===== src/hw/rtl/pdc_pkg.sv =====
package pdc_pkg;

  localparam logic [7:0]  START_BYTE      = 8'h55;
  localparam logic [15:0] CRC_POLY        = 16'h1021;
  localparam logic [7:0]  MAX_PAYLOAD_RST = 8'd48;

  typedef enum logic [4:0] {
    ST_SOH1,
    ST_SOH2,
    ST_CK1,
    ST_CK2,
    ST_CHUNK1,
    ST_CHUNK2,
    ST_CNT1,
    ST_CNT2,
    ST_SEQ1,
    ST_SEQ2,
    ST_TYPE,
    ST_TS1,
    ST_TS2,
    ST_TS3,
    ST_TS4,
    ST_LEN,
    ST_PAYLOAD
  } parse_state_t;

  typedef enum logic [1:0] {
    KIND_DATA,
    KIND_OK,
    KIND_CRC_ERR,
    KIND_INCOMPLETE
  } kind_t;

  // All results caused by one input byte share the captured header fields.
  typedef struct packed {
    kind_t       kind0;
    kind_t       kind1;
    logic        two;
    logic [7:0]  data_byte;
    logic [15:0] chunk_num;
    logic [15:0] chunk_count;
    logic [15:0] host_seq;
    logic [7:0]  pkt_type;
    logic [31:0] timestamp;
    logic [7:0]  pay_len;
    logic [15:0] received_checksum;
  } frame_entry_t;

  typedef struct packed {
    kind_t       kind;
    logic [7:0]  data_byte;
    logic [15:0] chunk_num;
    logic [15:0] chunk_count;
    logic [15:0] host_seq;
    logic [7:0]  pkt_type;
    logic [31:0] timestamp;
    logic [7:0]  pay_len;
    logic [15:0] received_checksum;
    logic        last;
  } result_t;

  // CRC-16/XMODEM, one byte, MSB first
  function automatic logic [15:0] crc16_byte(input logic [15:0] crc, input logic [7:0] b);
    logic [15:0] x;
    x = crc ^ {b, 8'h00};
    for (int i = 0; i < 8; i++) begin
      if (x[15]) begin
        x = {x[14:0], 1'b0} ^ CRC_POLY;
      end else begin
        x = {x[14:0], 1'b0};
      end
    end
    return x;
  endfunction

endpackage


===== src/hw/rtl/pdc_in_if.sv =====
interface pdc_in_if;
  logic       valid;
  logic       ready;
  logic [7:0] rx_byte;
  logic       end_of_transfer;

  modport source (output valid, output rx_byte, output end_of_transfer, input ready);
  modport sink   (input valid, input rx_byte, input end_of_transfer, output ready);
endinterface


===== src/hw/rtl/pdc_out_if.sv =====
interface pdc_out_if;
  logic        valid;
  logic        ready;
  logic [1:0]  kind;
  logic [7:0]  data_byte;
  logic [15:0] chunk_num;
  logic [15:0] chunk_count;
  logic [15:0] host_seq;
  logic [7:0]  pkt_type;
  logic [31:0] timestamp;
  logic [7:0]  pay_len;
  logic [15:0] received_checksum;
  logic        last;

  modport source (
    output valid, output kind, output data_byte, output chunk_num,
    output chunk_count, output host_seq, output pkt_type, output timestamp,
    output pay_len, output received_checksum, output last, input ready
  );
  modport sink (
    input valid, input kind, input data_byte, input chunk_num,
    input chunk_count, input host_seq, input pkt_type, input timestamp,
    input pay_len, input received_checksum, input last, output ready
  );
endinterface


===== src/hw/rtl/pdc_res_queue.sv =====
// Two-entry queue of per-byte result groups; each group unrolls into one or
// two result transactions.
module pdc_res_queue (
  input  logic                  clk,
  input  logic                  rst_n,
  input  logic                  push,
  input  pdc_pkg::frame_entry_t push_entry,
  output logic                  full,
  output logic                  res_valid,
  input  logic                  res_ready,
  output pdc_pkg::result_t      res
);

  pdc_pkg::frame_entry_t head_r, head_nxt;
  pdc_pkg::frame_entry_t tail_r, tail_nxt;
  logic head_v_r, head_v_nxt;
  logic tail_v_r, tail_v_nxt;
  logic sub_r, sub_nxt;
  logic pop_res;
  logic head_done;

  assign full      = tail_v_r;
  assign res_valid = head_v_r;
  assign pop_res   = head_v_r && res_ready;
  assign head_done = pop_res && (!head_r.two || sub_r);

  always_comb begin
    head_nxt   = head_r;
    tail_nxt   = tail_r;
    head_v_nxt = head_v_r;
    tail_v_nxt = tail_v_r;
    sub_nxt    = sub_r;
    if (pop_res) begin
      sub_nxt = !head_done;
    end
    if (head_done) begin
      if (tail_v_r) begin
        head_nxt   = tail_r;
        tail_v_nxt = push;
        tail_nxt   = push_entry;
      end else begin
        head_v_nxt = push;
        head_nxt   = push_entry;
      end
    end else if (!head_v_r) begin
      head_v_nxt = push;
      head_nxt   = push_entry;
    end else if (push) begin
      tail_v_nxt = 1'b1;
      tail_nxt   = push_entry;
    end
  end

  always_ff @(posedge clk) begin
    if (!rst_n) begin
      head_v_r <= 1'b0;
      tail_v_r <= 1'b0;
      sub_r    <= 1'b0;
    end else begin
      head_v_r <= head_v_nxt;
      tail_v_r <= tail_v_nxt;
      sub_r    <= sub_nxt;
    end
  end

  always_ff @(posedge clk) begin
    head_r <= head_nxt;
    tail_r <= tail_nxt;
  end

  always_comb begin
    res.kind              = sub_r ? head_r.kind1 : head_r.kind0;
    res.data_byte         = sub_r ? 8'h00 : head_r.data_byte;
    res.chunk_num         = head_r.chunk_num;
    res.chunk_count       = head_r.chunk_count;
    res.host_seq          = head_r.host_seq;
    res.pkt_type          = head_r.pkt_type;
    res.timestamp         = head_r.timestamp;
    res.pay_len           = head_r.pay_len;
    res.received_checksum = head_r.received_checksum;
    res.last              = !head_r.two || sub_r;
  end

endmodule


===== src/hw/rtl/packet_deframer_crc16.sv =====
// Throughput: one byte per cycle while the result queue is not full; the input
// stalls (in_ch.ready low) when it is. A byte that causes two results (payload byte
// plus verdict, or payload byte plus incomplete) fills one queue entry that unrolls
// into two output transactions. Parser state and CRC are updated a whole byte at a time.
// Reset (synchronous, rst_n low): parser waits for a start byte, captured fields
// and CRC clear, max_payload returns to 48, result queue empties.
module packet_deframer_crc16 (
  input  logic             clk,
  input  logic             rst_n,
  pdc_in_if.sink           in_ch,
  pdc_out_if.source        out_ch,
  input  logic             cfg_we,
  input  logic [7:0]       cfg_wdata
);

  pdc_pkg::parse_state_t state_r, state_nxt;
  logic [15:0] held_checksum_r, held_checksum_nxt;
  logic [15:0] chunk_r, chunk_nxt;
  logic [15:0] total_r, total_nxt;
  logic [15:0] seq_r, seq_nxt;
  logic [7:0]  type_r, type_nxt;
  logic [31:0] stamp_r, stamp_nxt;
  logic [7:0]  length_r, length_nxt;
  logic [7:0]  bytes_left_r, bytes_left_nxt;
  logic [15:0] crc_r, crc_nxt;
  logic [7:0]  max_payload_r;

  logic        accept;
  logic        q_full;
  logic        is_data;
  logic        verdict;
  logic        incomplete;
  logic [7:0]  b;
  pdc_pkg::kind_t        verdict_kind;
  pdc_pkg::frame_entry_t entry;
  logic                  push;
  pdc_pkg::result_t      res;

  assign b           = in_ch.rx_byte;
  assign in_ch.ready = !q_full;
  assign accept      = in_ch.valid && in_ch.ready;

  // next state
  always_comb begin
    state_nxt         = state_r;
    held_checksum_nxt = held_checksum_r;
    chunk_nxt         = chunk_r;
    total_nxt         = total_r;
    seq_nxt           = seq_r;
    type_nxt          = type_r;
    stamp_nxt         = stamp_r;
    length_nxt        = length_r;
    bytes_left_nxt    = bytes_left_r;
    crc_nxt           = crc_r;
    is_data           = 1'b0;
    verdict           = 1'b0;
    incomplete        = 1'b0;
    if (accept) begin
      case (state_r)
        pdc_pkg::ST_SOH1: begin
          bytes_left_nxt = 8'h00;
          if (b == pdc_pkg::START_BYTE) state_nxt = pdc_pkg::ST_SOH2;
        end
        pdc_pkg::ST_SOH2: begin
          state_nxt = (b == pdc_pkg::START_BYTE) ? pdc_pkg::ST_CK1 : pdc_pkg::ST_SOH1;
        end
        pdc_pkg::ST_CK1: begin
          held_checksum_nxt = {8'h00, b};
          state_nxt         = pdc_pkg::ST_CK2;
        end
        pdc_pkg::ST_CK2: begin
          held_checksum_nxt = {held_checksum_r[7:0], b};
          state_nxt         = pdc_pkg::ST_CHUNK1;
        end
        pdc_pkg::ST_CHUNK1: begin
          chunk_nxt = {8'h00, b};
          state_nxt = pdc_pkg::ST_CHUNK2;
        end
        pdc_pkg::ST_CHUNK2: begin
          chunk_nxt = {chunk_r[7:0], b};
          state_nxt = pdc_pkg::ST_CNT1;
        end
        pdc_pkg::ST_CNT1: begin
          total_nxt = {8'h00, b};
          state_nxt = pdc_pkg::ST_CNT2;
        end
        pdc_pkg::ST_CNT2: begin
          total_nxt = {total_r[7:0], b};
          state_nxt = pdc_pkg::ST_SEQ1;
        end
        pdc_pkg::ST_SEQ1: begin
          seq_nxt   = {8'h00, b};
          state_nxt = pdc_pkg::ST_SEQ2;
        end
        pdc_pkg::ST_SEQ2: begin
          seq_nxt   = {seq_r[7:0], b};
          state_nxt = pdc_pkg::ST_TYPE;
        end
        pdc_pkg::ST_TYPE: begin
          type_nxt  = b;
          state_nxt = pdc_pkg::ST_TS1;
        end
        pdc_pkg::ST_TS1: begin
          stamp_nxt = {24'h000000, b};
          state_nxt = pdc_pkg::ST_TS2;
        end
        pdc_pkg::ST_TS2: begin
          stamp_nxt = {stamp_r[23:0], b};
          state_nxt = pdc_pkg::ST_TS3;
        end
        pdc_pkg::ST_TS3: begin
          stamp_nxt = {stamp_r[23:0], b};
          state_nxt = pdc_pkg::ST_TS4;
        end
        pdc_pkg::ST_TS4: begin
          stamp_nxt = {stamp_r[23:0], b};
          state_nxt = pdc_pkg::ST_LEN;
        end
        pdc_pkg::ST_LEN: begin
          length_nxt     = b;
          bytes_left_nxt = b;
          if (b > max_payload_r) begin
            state_nxt = pdc_pkg::ST_SOH1;   // oversize: drop silently
          end else if (b == 8'h00) begin
            verdict = 1'b1;
          end else begin
            state_nxt = pdc_pkg::ST_PAYLOAD;
          end
        end
        pdc_pkg::ST_PAYLOAD: begin
          is_data        = 1'b1;
          bytes_left_nxt = bytes_left_r - 8'd1;
          if (bytes_left_nxt == 8'h00) verdict = 1'b1;
        end
        default: begin
          state_nxt = pdc_pkg::ST_SOH1;
        end
      endcase

      // CRC restarts at the chunk number field
      crc_nxt = pdc_pkg::crc16_byte((state_r == pdc_pkg::ST_CHUNK1) ? 16'h0000 : crc_r, b);

      if (verdict) state_nxt = pdc_pkg::ST_SOH1;
      if (in_ch.end_of_transfer && state_nxt != pdc_pkg::ST_SOH1) begin
        incomplete = 1'b1;
        state_nxt  = pdc_pkg::ST_SOH1;
      end
    end
  end

  // result group for this byte
  always_comb begin
    verdict_kind = (crc_nxt == held_checksum_nxt) ? pdc_pkg::KIND_OK : pdc_pkg::KIND_CRC_ERR;
    push         = is_data || verdict || incomplete;

    if (is_data) begin
      entry.kind0 = pdc_pkg::KIND_DATA;
    end else if (verdict) begin
      entry.kind0 = verdict_kind;
    end else begin
      entry.kind0 = pdc_pkg::KIND_INCOMPLETE;
    end
    entry.kind1             = (is_data && verdict) ? verdict_kind : pdc_pkg::KIND_INCOMPLETE;
    entry.two               = is_data && (verdict || incomplete);
    entry.data_byte         = is_data ? b : 8'h00;
    entry.chunk_num         = chunk_nxt;
    entry.chunk_count       = total_nxt;
    entry.host_seq          = seq_nxt;
    entry.pkt_type          = type_nxt;
    entry.timestamp         = stamp_nxt;
    entry.pay_len           = length_nxt;
    entry.received_checksum = held_checksum_nxt;
  end

  always_ff @(posedge clk) begin
    if (!rst_n) begin
      state_r         <= pdc_pkg::ST_SOH1;
      held_checksum_r <= '0;
      chunk_r         <= '0;
      total_r         <= '0;
      seq_r           <= '0;
      type_r          <= '0;
      stamp_r         <= '0;
      length_r        <= '0;
      bytes_left_r    <= '0;
      crc_r           <= '0;
      max_payload_r   <= pdc_pkg::MAX_PAYLOAD_RST;
    end else begin
      state_r         <= state_nxt;
      held_checksum_r <= held_checksum_nxt;
      chunk_r         <= chunk_nxt;
      total_r         <= total_nxt;
      seq_r           <= seq_nxt;
      type_r          <= type_nxt;
      stamp_r         <= stamp_nxt;
      length_r        <= length_nxt;
      bytes_left_r    <= bytes_left_nxt;
      crc_r           <= crc_nxt;
      if (cfg_we) max_payload_r <= cfg_wdata;
    end
  end

  pdc_res_queue u_res_queue (
    .clk        (clk),
    .rst_n      (rst_n),
    .push       (push),
    .push_entry (entry),
    .full       (q_full),
    .res_valid  (out_ch.valid),
    .res_ready  (out_ch.ready),
    .res        (res)
  );

  assign out_ch.kind              = res.kind;
  assign out_ch.data_byte         = res.data_byte;
  assign out_ch.chunk_num         = res.chunk_num;
  assign out_ch.chunk_count       = res.chunk_count;
  assign out_ch.host_seq          = res.host_seq;
  assign out_ch.pkt_type          = res.pkt_type;
  assign out_ch.timestamp         = res.timestamp;
  assign out_ch.pay_len           = res.pay_len;
  assign out_ch.received_checksum = res.received_checksum;
  assign out_ch.last              = res.last;

endmodule


===== src/flat_wrapper.sv =====
// flat-port wrapper written by rule: the top's interface ports become plain ports
module packet_deframer_crc16_flat 
  (clk, rst_n, cfg_we, cfg_wdata, in_ch_valid, in_ch_rx_byte, in_ch_end_of_transfer, in_ch_ready, out_ch_valid, out_ch_kind, out_ch_data_byte, out_ch_chunk_num, out_ch_chunk_count, out_ch_host_seq, out_ch_pkt_type, out_ch_timestamp, out_ch_pay_len, out_ch_received_checksum, out_ch_last, out_ch_ready);
  pdc_in_if in_ch_i ();
  pdc_out_if out_ch_i ();
  input  logic clk;
  input  logic rst_n;
  input  logic cfg_we;
  input  logic [7:0] cfg_wdata;
  input wire logic [$bits(in_ch_i.valid)-1:0] in_ch_valid;
  input wire logic [$bits(in_ch_i.rx_byte)-1:0] in_ch_rx_byte;
  input wire logic [$bits(in_ch_i.end_of_transfer)-1:0] in_ch_end_of_transfer;
  output wire logic [$bits(in_ch_i.ready)-1:0] in_ch_ready;
  output wire logic [$bits(out_ch_i.valid)-1:0] out_ch_valid;
  output wire logic [$bits(out_ch_i.kind)-1:0] out_ch_kind;
  output wire logic [$bits(out_ch_i.data_byte)-1:0] out_ch_data_byte;
  output wire logic [$bits(out_ch_i.chunk_num)-1:0] out_ch_chunk_num;
  output wire logic [$bits(out_ch_i.chunk_count)-1:0] out_ch_chunk_count;
  output wire logic [$bits(out_ch_i.host_seq)-1:0] out_ch_host_seq;
  output wire logic [$bits(out_ch_i.pkt_type)-1:0] out_ch_pkt_type;
  output wire logic [$bits(out_ch_i.timestamp)-1:0] out_ch_timestamp;
  output wire logic [$bits(out_ch_i.pay_len)-1:0] out_ch_pay_len;
  output wire logic [$bits(out_ch_i.received_checksum)-1:0] out_ch_received_checksum;
  output wire logic [$bits(out_ch_i.last)-1:0] out_ch_last;
  input wire logic [$bits(out_ch_i.ready)-1:0] out_ch_ready;
  assign in_ch_i.valid = in_ch_valid;
  assign in_ch_i.rx_byte = in_ch_rx_byte;
  assign in_ch_i.end_of_transfer = in_ch_end_of_transfer;
  assign in_ch_ready = in_ch_i.ready;
  assign out_ch_valid = out_ch_i.valid;
  assign out_ch_kind = out_ch_i.kind;
  assign out_ch_data_byte = out_ch_i.data_byte;
  assign out_ch_chunk_num = out_ch_i.chunk_num;
  assign out_ch_chunk_count = out_ch_i.chunk_count;
  assign out_ch_host_seq = out_ch_i.host_seq;
  assign out_ch_pkt_type = out_ch_i.pkt_type;
  assign out_ch_timestamp = out_ch_i.timestamp;
  assign out_ch_pay_len = out_ch_i.pay_len;
  assign out_ch_received_checksum = out_ch_i.received_checksum;
  assign out_ch_last = out_ch_i.last;
  assign out_ch_i.ready = out_ch_ready;
  packet_deframer_crc16 u_core (.clk(clk), .rst_n(rst_n), .in_ch(in_ch_i), .out_ch(out_ch_i), .cfg_we(cfg_we), .cfg_wdata(cfg_wdata));
endmodule

===== config.mk =====
export PLATFORM = sky130hd
export DESIGN_NAME = packet_deframer_crc16_flat
export DESIGN_NICKNAME = d
export VERILOG_FILES = /design/src/hw/rtl/pdc_pkg.sv /design/src/hw/rtl/pdc_in_if.sv /design/src/hw/rtl/pdc_out_if.sv /design/src/hw/rtl/pdc_res_queue.sv /design/src/hw/rtl/packet_deframer_crc16.sv /design/src/flat_wrapper.sv
export SDC_FILE = /design/constraint.sdc
export NUM_CORES = 1
export LEC_CHECK = 0
export ABC_AREA = 1
export ABC_CLOCK_PERIOD_IN_PS = 25500
export BUFFER_PORTS_ARGS = -buffer_cell sky130_fd_sc_hd__buf_2
export CAP_MARGIN = 0
export CORE_ASPECT_RATIO = 2
export CORE_MARGIN = 2
export CORE_UTILIZATION = 55
export CTS_CLUSTER_DIAMETER = 80
export DETAILED_ROUTE_END_ITERATION = 7
export HOLD_SLACK_MARGIN = 0.05
export MAX_ROUTING_LAYER = met4
export PLACE_DENSITY = 0.75
export SYNTH_ARGS = -nofsm -noshare
export SYNTH_HDL_FRONTEND = slang
export SYNTH_HIERARCHICAL = 1
export SYNTH_SLANG_ARGS = --single-unit
export TNS_END_PERCENT = 5

===== constraint.sdc =====
create_clock -name clk -period 25.5 [get_ports clk]
set_input_delay 3.825 -clock clk [delete_from_list [all_inputs] [get_ports clk]]
set_output_delay 3.825 -clock clk [all_outputs]
set_load 0.005 [all_outputs]

# Word level (Yosys, flattened, before mapping)
# Index checks and enable logic that the tools add are counted.
op_classes:
  n_addsub: 1
  order_cmp: 1
  n_eq_ne: 21
  muxes: 71
  bitwise: 9
  n_reduce_logical: 24
ops:
  columns: ["operator", "count"]
  rows:
  - ["$mux 125", 7]
  - ["$mux 16", 13]
  - ["$pmux 16 s2", 4]
  - ["$mux 13", 8]
  - ["$pmux 5 s17", 1]
  - ["$pmux 32 s2", 1]
  - ["$mux 8", 6]
  - ["$eq 5x4->1 const B", 8]
  - ["$mux 32", 1]
  - ["$mux 5", 6]
  - ["$not 3->3", 8]
  - ["$pmux 8 s3", 1]
  - ["$eq 5x3->1 const B", 4]
  - ["$eq 16x16->1", 1]
  - ["$logic_not 8->1", 2]
  - ["$mux 1", 16]
  - ["$xor 16x16->16", 1]
  - ["$mux 2", 6]
  - ["$eq 5x2->1 const B", 2]
  - ["$eq 8x7->1 const B", 1]
  - ["$gt 8x8->1", 1]
  - ["$sub 8x1->8 const B", 1]
  - ["$logic_and 1x1->1", 6]
  - ["$eq 5x1->1 const B", 1]
  - ["other kinds (13)", 21]
totals:
  reg_bits: 402
  inputBits: 22
  out_inout_bits: 125
  elab_cells: 163

# Longest topological paths before layout
depth:
  word_depth: 34
  mapped_depth: 22
  depth_no_buf: 21

# Modules after synthesis
# The synthesis kept the hierarchy.
by_module_without_submodules:
  columns: ["mod", "instances", "cells_per_inst", "area_each_um2", "seq_area_each_um2"]
  rows:
  - ["pdc_res_queue", 1, 810, 10173.5, 7567.3]
  - ["packet_deframer_crc16", 1, 1156, 7543.5, 2982.9]

# Least setup slack after synthesis
# Ideal clock, no wire load.
synth_timing:
  path_type: "input port to flip-flop"
  from: "input port in_ch_rx_byte[0]"
  to: "register u_core/u_res_queue/tail_r[0] (netlist bit) (enable)"
  setup_time_ns: 0.625
  arrival_time_ns: 10.973
  t_required_ns: 24.875
  slack_ns: 13.903
  cell_stages: 18
  n_path_buf: 1
  cell_sequence: "buf_2 -> clkinv_1 -> ha_1 -> inv_1 -> a21oi_1 -> o21ai_0 -> nand2_1 -> o211ai_1 -> o21ai_0 -> nand3_1 -> nand3_1 -> nand2_1 -> nand2_1 -> nand2_1 -> nand2_1 -> nand2_1 -> nand2_1 -> o21ai_1"
synth_between:
  elab_chain_len: 14
  elab_cells_between_ends: 23
  classes_between: "order compare: 1; eq/ne: 1; mux: 14; reduce/logical: 7"
synth_rtl:
  columns: ["item", "line_no", "text"]
  rows:
  - ["start: declaration", "flat_wrapper.sv:11", "input wire logic [$bits(in_ch_i.rx_byte)-1:0] in_ch_rx_byte;"]
  - ["parallel branches: the longest is 11 deep, another holds $gt 8x8->1", null, null]
  - ["$logic_or 1x1->1 (*)", "packet_deframer_crc16.sv:154", "push = is_data || verdict || incomplete;"]
  - ["net u_core.push", "packet_deframer_crc16.sv:36", "logic push;"]
  - ["$reduce_bool 2->1 (no line) (*)", null, null]
  - ["$reduce_and 3->1 (no line) (*)", null, null]
  - ["end signal: assignment", "pdc_res_queue.sv:68", "tail_r <= tail_nxt;"]
  - ["end: declaration", "pdc_res_queue.sv:15", "pdc_pkg::frame_entry_t tail_r, tail_nxt;"]
# Mark *: on every way through the listed nets, which the timed path passes. The select of a mux whose other input is x is not followed.
# A chain may end at the register's enable or synchronous reset.

# Final worst setup path
layout_timing:
  from: "input port in_ch_rx_byte[0]"
  to: "register u_core/u_res_queue/tail_r[5] (netlist bit) (enable)"
# The elaborated chain is that of the path after synthesis.

==> summary.txt <==
Synthesis
  • Area contributors post-synth: edfxtp_1 42%, dfxtp_1 17%, nand2_1 15%
  • Mean Syn Cell Area: 9.01 µm²
  • Synth cell types: 42
  • Synthesized area: 0.0177 mm²
  • Dominant synthesized flop cell: edfxtp_1
  • Synth Register Bits: roughly 400
  • Yosys top cell area share: 42.4%
  • Yosys warns: 6
  • Count leader, synth: nand2_1
  • Cells after Synth: 1966
  • Async SR Flop Fraction: 0%
  • Largest area contributor in the netlist: edfxtp_1
  • Post-synth EDFFs: between 200 and 300
  • Post-synth top cells: 712 x nand2_1, 250 x edfxtp_1, 177 x inv_1
  • Synth Net Count: 1998
  • Sequential share of the synthesized area: 59.5%

Worst setup path
  • Top cell by count, worst path: nand2_1
  • R2R Setup Slk: 21.61 ns
  • CP peak stage delay: 0.82 ns
  • Crit-path max FO: 80
  • Delay-heaviest family, CP: buffers and inverters
  • CP cell instances: buf_2 -> clkinv_1 -> ha_1 -> inv_1 -> a21oi_1 -> o21ai_0 -> nand2_1 -> o211ai_1 -> o21ai_0 -> nand3_1 -> nand3_1 -> nand2_1 -> nand2_1 -> nand2_1 -> nand2_1 -> nand2_1 -> nand2_1 -> o21ai_4 -> buf_4
  • Critical Path AT: 7.20 ns
  • Crit path required time: ~26 ns
  • Worst Setup Path Type: in2reg
  • Startpoint types: input pin
  • CP Buf/Inv Count: 4
  • Critical Path Sink Type: flop
  • Critical path's slowest cell: buf_4

Cells and area
  • Fin area: 0.0190 mm²
  • Final core occ: 59.3%
  • Antenna diodes: 0
  • Layout overhead on the synthesized area: 7.05%
  • Fin cells: 2419
  • Layout cell share with drive strength beyond 1: a little over an eighth
  • Fin nets: about 2000

Global route
  • Grt met2 use: 41.2%
  • Wire length of the first global-routing pass: 61.4 mm
  • Gr usage total: around a quarter
  • GR peak layer: met2
  • Global-route met3 utilization: 2.82%
  • Largest net degree at the start of global routing: 81
  • Vias in the first global route: 12120
  • Overflow after GRT: 0
  • Initial antenna violation count: 0
  • Met1 global-route usage: 27.0%

Place
  • Post-place setup slack: 17.95 ns
  • Dpl hpwl: 25.9 mm
  • Post-Place Cell Area: approximately 0.018 mm²
  • PortBufs: 146
  • Final GP Congestion: 0.962
  • Placed instance count: between 2000 and 2500

Clock network
  • Post-CTS Repair Setup Buffers: 0
  • Clock Latency Late Sink: 0.53 ns
  • Sink Count: between 400 and 500
  • Root buf cell: clkbuf_16
  • Num CTS Buffers: 35
  • Resized cells post-CTS: 0
  • Clock slew at reported path FFs: 0.07 ns
  • CTS Hold Bufs: 0
  • Clk buf depth: 3
  • H-tree levels: 2
  • CTS tree: yes

Floorplanning
  • Chip width: between 100 and 150 µm
  • Die area: between 0.03 and 0.04 mm²
  • Chip height: 258 µm
  • Core Area: 0.0320 mm²
  • Initial Utilization: a little under three fifths
  • Site Rows: 93
  • # IOs: 147

STA
  • Tmin final: 7.06 ns
  • Worst hold margin: 0.467 ns
  • Fmax: 142 MHz
  • Setup violators final: 0
  • Period utilization: between 20 and 30%
  • Worst Max-Slew Pin Slew: 1.09 ns
  • Setup TNS: 0 ns
  • Final Slew Violations: 0
  • Worst slew margin: 27.3%
  • RSZ-0062 raised after global routing: no
  • Clk_skew: 0.0144 ns
  • Final Hold Viols: 0
  • Setup ws final: 18.44 ns

Power
  • VDD IR max: approximately 0.041 mV
  • Power per cell area: 66.7 mW/mm²
  • Leakage: 8.87 nW
  • Pwr Total: approximately 1.3 mW

Drt
  • Initial DRT Pass Iterations: 5
  • Initial DRC Count: 934
  • Vias after detailed routing: 12638
  • Via density: 5.22
  • Detailed Route WL: ~39 mm
  • WL/cell: 15.9 µm
  • Detail Route Antenna Nets: 0
  • DRC: 0

Worst hold path
  • Hold crit path type: reg2reg

Status
  • Status: finished, final reports clean

Run
  • Max cap viols: 0
-- final timing paths --
path,start,endpoint,cells past startpoint
worst max-delay path,in_ch_rx_byte[0],u_core/u_res_queue/tail_r[5],19
worst min-delay path,u_core/max_payload_r[6],u_core/max_payload_r[6],2
worst max register to register,u_core/state_r[0],u_core/u_res_queue/tail_r[5],14
worst min register to register,u_core/max_payload_r[6],u_core/max_payload_r[6],2
-- cells in the final DEF (no fill, tap or decap), types with 36 or more instances in the layout --
master / n
inv_1: 176
o21ai_0: 53
nand3_1: 80
dfxtp_1: 152
a21oi_1: 93
edfxtp_1: 250
nand2_1: 711
clkbuf_16: 36
nor2_1: 114
buf_2: 146
-- worst min-delay path: stages (launching register included) --
cell and delay (ns):
dfxtp_1 0.30, inv_1 0.06, a21oi_1 0.06
-- power breakdown --
part	switching [mW]	internal [mW]	total [mW]
Combinational	0.0377	0.0148	0.0525
Sequential	0.00307	0.686	0.689
Clock	0.232	0.291	0.523
-- state kept, by name (all words and copies together) (netlist names) --
register / count
u_core/u_res_queue/res_valid: 1
u_core/bytes_left_r: 8
u_core/total_r: 16
u_core/seq_r: 16
u_core/u_res_queue/tail_r: 125
u_core/u_res_queue/full: 1
u_core/u_res_queue/res: 112
u_core/crc_r: 16
u_core/u_res_queue/head_r: 13
u_core/max_payload_r: 8
u_core/stamp_r: 32
u_core/length_r: 8
u_core/u_res_queue/sub_r: 1
u_core/chunk_r: 16
u_core/type_r: 8
u_core/state_r: 5
u_core/held_checksum_r: 16
-- logic make-up (layout without fill, tap and decap cells) --
logic type,Yosys count,in the layout,share of synthesized area [%]
flops,402,402,59.5
xor+xnor,4,4,0.198
simple gates,962,962,22.0
fa+ha+maj,10,10,0.706
buf+inv,382,408,11.0
compound gates,206,206,6.57
-- cell type report --
type | count | area (µm²)
inverters | 190 | 718
multi-input cells | 1182 | 5250
flip-flops and latches | 402 | 10600
repair buffers | 156 | 806
clock inverters | 13 | 140
fillers | 2727 | 13000
well taps | 427 | 534
clock buffers | 49 | 972
-- routing by layer --
| metal | wire length (µm) | up-vias |
|---|---|---|
| met2 | 19900 | 418 |
| met1 | 14600 | 5870 |
| met3 | 1920 | 117 |
| met4 | 2070 | 0 |
| li1 | - | 6233 |
| met5 | 0 | - |
(Power assumes the default switching activity.)
